`src/sv/pali_pkg.sv`:
```
`timescale 1ns / 1ps

package pali_pkg;

    // Result location codes
    localparam logic [1:0] WHERE_INTERIOR = 2'd0;
    localparam logic [1:0] WHERE_START    = 2'd1;
    localparam logic [1:0] WHERE_END      = 2'd2;

    // One quotient bit per divider cell
    localparam int DIV_CELLS = 32;

    typedef struct packed {
        logic [31:0] len;
        logic [31:0] x;
        logic [31:0] y;
        logic [31:0] heading;
    } t_point;

    // Word handed from one divider cell to the next
    typedef struct packed {
        logic        valid;
        logic [32:0] rem;
        logic [31:0] divisor;
        logic [31:0] quot;
    } t_div_word;

endpackage

```
`src/sv/pali_div_cell.sv`:
```
`timescale 1ns / 1ps

module pali_div_cell (
    input  logic               i_clk,
    input  logic               i_rst_n,
    input  pali_pkg::t_div_word i_word,
    output pali_pkg::t_div_word o_word
);

    logic               ge;
    logic [32:0]        rem_sub;
    pali_pkg::t_div_word r_word;
    pali_pkg::t_div_word n_word;

    // Compare, subtract on fit, then shift the remainder up one place
    always_comb begin
        ge      = i_word.rem >= {1'b0, i_word.divisor};
        rem_sub = ge ? (i_word.rem - {1'b0, i_word.divisor}) : i_word.rem;
        n_word.valid   = i_word.valid;
        n_word.divisor = i_word.divisor;
        n_word.rem     = {rem_sub[31:0], 1'b0};
        n_word.quot    = {i_word.quot[30:0], ge};
    end

    always_ff @(posedge i_clk) begin
        if (!i_rst_n) begin
            r_word.valid <= 1'b0;
        end else begin
            r_word.valid <= n_word.valid;
        end
        r_word.rem     <= n_word.rem;
        r_word.divisor <= n_word.divisor;
        r_word.quot    <= n_word.quot;
    end

    assign o_word = r_word;

endmodule

```
`src/sv/pali_divider.sv`:
```
`timescale 1ns / 1ps

module pali_divider (
    input  logic        i_clk,
    input  logic        i_rst_n,
    input  logic        i_valid,
    input  logic [31:0] i_num,
    input  logic [31:0] i_den,
    output logic        o_valid,
    output logic [31:0] o_quot
);

    pali_pkg::t_div_word chain [pali_pkg::DIV_CELLS + 1];

    // Seed the row; the numerator never exceeds the denominator
    always_comb begin
        chain[0].valid   = i_valid;
        chain[0].rem     = {1'b0, i_num};
        chain[0].divisor = i_den;
        chain[0].quot    = '0;
    end

    for (genvar g = 0; g < pali_pkg::DIV_CELLS; g++) begin : g_cell
        pali_div_cell u_cell (
            .i_clk  (i_clk),
            .i_rst_n(i_rst_n),
            .i_word (chain[g]),
            .o_word (chain[g + 1])
        );
    end

    assign o_valid = chain[pali_pkg::DIV_CELLS].valid;
    assign o_quot  = chain[pali_pkg::DIV_CELLS].quot;

endmodule

```
`config.mk`:
```
export PLATFORM = sky130hd
export DESIGN_NAME = pali_divider
export DESIGN_NICKNAME = d
export VERILOG_FILES = /design/src/sv/pali_pkg.sv /design/src/sv/pali_div_cell.sv /design/src/sv/pali_divider.sv
export SDC_FILE = /design/constraint.sdc
export NUM_CORES = 2
export LEC_CHECK = 0
export ABC_CLOCK_PERIOD_IN_PS = 8400
export BUFFER_PORTS_ARGS = -buffer_cell sky130_fd_sc_hd__buf_2
export CAP_MARGIN = 20
export CORE_MARGIN = 2
export CORE_UTILIZATION = 40
export CTS_BUF_LIST = sky130_fd_sc_hd__clkbuf_8
export DETAILED_ROUTE_END_ITERATION = 10
export PLACE_DENSITY = 0.53
export SETUP_SLACK_MARGIN = 0.05
export SLEW_MARGIN = 20
export SYNTH_ARGS = -nofsm -noshare
export SYNTH_HDL_FRONTEND = slang
export SYNTH_SLANG_ARGS = --single-unit
```
`constraint.sdc`:
```
create_clock -name i_clk -period 8.4 [get_ports i_clk]
set_input_delay 0.42 -clock i_clk [delete_from_list [all_inputs] [get_ports i_clk]]
set_output_delay 0.42 -clock i_clk [all_outputs]
set_load 0.005 [all_outputs]
```
==> run_results.csv <==
group,metric,value,unit
placed_design,port_buffers,99,
layout,largest_register_ffs,2544,
timing,rsz0062_at_grt,"false",
global_routing,antenna_found_initial,8,
job,max-cap-violations,0,
clock_network,worstSkewPairLatency,1.04,ns
synth,synth_area_leaders,"dfxtp_1, ha_1, a21oi_1",
die,row_count,197,
timing,setup_viol,0,
global_routing,grt_pass1_wl,470000,um
synth,synth.avg_cell_area,9.34,um^2
die,core_area,289000,um^2
placed_design,place_area,120000,um^2
setup_path,worstSetupStartpointType,"flop",
layout,most-common-layout-cells,"dfxtp_1, inv_1, ha_1, a21oi_1, nand2_1",
power,p_per_area,453,nW/um^2
drt,drtIter0Drc,5610,
setup_path,cp_slowest_cell,"a31oi_1",
synth,synthCells,12400,
power,power_leakage,61.4,nW
clock_network,path_clk_slew,0.06,ns
setup_path,endpoint_kind,"flop",
placed_design,gp_congestion,0.908,
global_routing,grt_max_degree,64,
power,peakVddDrop,207,uV
die,start_util,0.403,
drt,ant_nets,0,
drt,drt_wl_total,298000,um
layout,final_common_cell,"dfxtp_1",
synth,ys.flop_type,"dfxtp_1",
synth,synth_top_cell_area_share,0.438,
timing,tns,0,ns
die,die_w,543,um
global_routing,overflow,0,
timing,drv_slew,0,
outcome,status,"finished clean",
synth,synth-async-reset-ratio,0,
die,ios,100,
setup_path,worst_ep_required_time,9.31,ns
synth,ys_warn_count,0,
layout,fin_nets,13900,
timing,worst_slew_pin_slew,1.01,ns
timing,relSlewSlack,0.309,
synth,ys_seq_elements,2544,
drt,wl_per_cell,17.5,um
drt,via_per_inst,5.10,
setup_path,worstPathCellList,"inv_1, ha_1, a21oi_1, o21ai_0, or3b_1, o22ai_1, o311a_1, o21bai_1, a21o_1, a311oi_2, nand2_1, a31oi_1, inv_2, mux2_2",
synth,ys_seq_area_frac,0.438,
clock_network,htree_levels,5,
hold_path,hp-class,"in2reg",
setup_path,cp_max_fo,31,
timing,fin_worst_skew,0.0552,ns
drt,first_pass_iters,8,
timing,finalCritPeriodShare,0.563,
synth,ys_types,87,
global_routing,grtUsageTotal,0.198,
layout,nFillCells,27600,
setup_path,path_class,"reg2reg",
timing,hold_viol_final,0,
layout,drive_gt1_frac,0.0997,
clock_network,cts_buffers,423,
drt,drc,0,
layout,final_cell_area,131000,um^2
setup_path,cp.arrival,5.64,ns
drt,vias,86600,
clock_network,cts_root_buffer,"clkbuf_8",
clock_network,clockBufferDepth,4,
timing,fmaxAchievable,211,MHz
timing,layout_min_cycle_time,4.73,ns
global_routing,grt_pass1_vias,86500,
setup_path,cpPeakStageDelay,0.71,ns
placed_design,hpwl,231000,um
synth,netlist_area,116000,um^2
die,dieArea,295000,um^2
layout,synthToLayoutAreaGrowth,12.8,%
clock_network,cts_sinks,2544,
clock_network,cts_tree,"yes",
synth,synth-edff-count,0,
die,die_h,543,um
synth,synthesis.nets,13600,
synth,yosys.area.top_type,"dfxtp_1",
==> cell usage after synthesis (19+ instances only) <==
library cell and number:
dfxtp_1 2544, inv_1 1282, ha_1 1023, a21oi_1 984
nand2_1 889, o21ai_0 781, nor2_1 615, a21o_1 591
xnor2_1 493, mux2_2 434, xor2_1 343, clkbuf_1 286
nand4_1 169, nand3_1 164, nor2b_1 161, nand2b_1 127
o21a_1 118, nor3_1 113, o21bai_1 112, a31oi_1 104
and3_1 89, and2_1 84, o31ai_1 78, a211oi_1 61
a21boi_0 49, o31a_1 43, nor4_1 42, o211ai_1 41
o21ai_1 37, or3_1 37, buf_4 32, fa_1 31
or2_2 31, a211o_1 28, buf_2 27, mux2i_1 25
a221oi_1 22, and4_1 22, a311oi_1 21, a2111oi_0 20
a221o_1 20, a41oi_1 20, nor3b_1 19
==> through the flow <==
step	std cells	total power, W	worst slack (ns)	hold slack (ns)	utilization
5_1_grt	17000	0.0641	3.38	0.107	0.454
6_report	17000	0.0593	3.67	0.161	0.454
2_1_floorplan	12400	0.0402	4.91	0.310	-
3_5_place_dp	16100	0.0474	3.77	0.312	0.417
3_3_place_gp	16100	0.0472	3.93	0.309	0.417
4_1_cts	17000	0.0598	3.75	0.0173	0.454
==> metal layers <==
layer  routed length (um)  vias to the layer above  track usage
met1               129000                    40400        0.241
met2               147000                     1875        0.355
met5                    0                        -            0
met4                 9310                        0       0.0658
li1                     -                    43700            -
met3                12900                      573       0.0256
==> timing repair <==
action / CTS / global route
setup buffers: 0 / 0
endpoints found under the hold margin: 96 / 0
hold buffers: 113 / 0
resized for setup: 0 / 0
==> final timing paths <==
path,startpoint,to,slack (ns),cells past startpoint
max,g_cell[3].u_cell.o_word[40]$_DFF_P_,g_cell[4].u_cell.o_word[80]$_DFF_P_,3.67,14
min,i_num[16],g_cell[0].u_cell.o_word[81]$_DFF_P_,0.16,4
max reg2reg,g_cell[3].u_cell.o_word[40]$_DFF_P_,g_cell[4].u_cell.o_word[80]$_DFF_P_,3.67,14
min reg2reg,g_cell[24].u_cell.o_word[19]$_DFF_P_,g_cell[25].u_cell.o_word[20]$_DFF_P_,0.31,0
==> power by group <==
| part | total (W) | internal [W] | leakage (nW) | switching [W] |
|---|---|---|---|---|
| sequential | 0.0189 | 0.0164 | 21.4 | 0.00254 |
| clock | 0.0118 | 0.00679 | 5.23 | 0.00504 |
| combinational | 0.0286 | 0.0128 | 34.8 | 0.0158 |
| total | 0.0593 | 0.0359 | 61.4 | 0.0234 |
==> critical path, delay by kind of cell, from the launching register on <==
kind	cells	cell delay [ns]
buffers and inverters	2	0.56
flip-flops	1	0.32
AO/OA/AOI/OAI	8	2.37
multiplexers	1	0.42
adder cells (fa/ha/maj)	1	0.38
AND/OR/NAND/NOR	2	0.54
==> logic make-up (layout without fill, tap and decap cells) <==
group | after synthesis | count (layout) | share of synthesized area
and+or+nand+nor | 2617 | 2617 | 0.107
adders and majority gates | 1054 | 1054 | 0.116
other | 0 | 3 | 0
DFF | 2544 | 2544 | 0.438
buffers and inverters | 1637 | 2294 | 0.0542
muxes | 459 | 459 | 0.0442
AOI/OAI and AO/OA | 3295 | 3295 | 0.178
xor gates and xnor gates | 836 | 836 | 0.0630
==> layout make-up <==
cell class / instances / area (um^2) / share of cell area
multi-input cells: 8261 / 59200 / 0.451
flip-flops and latches: 2544 / 50900 / 0.388
clock buffers: 527 / 7250 / 0.0553
well taps: 3880 / 4850 / 0.0370
inverters: 1284 / 4820 / 0.0368
clock inverters: 240 / 2140 / 0.0163
repair buffers: 243 / 1940 / 0.0148
diodes: 3 / 7.51 / 0.0000573
Power figures use the tool's default switching activity.
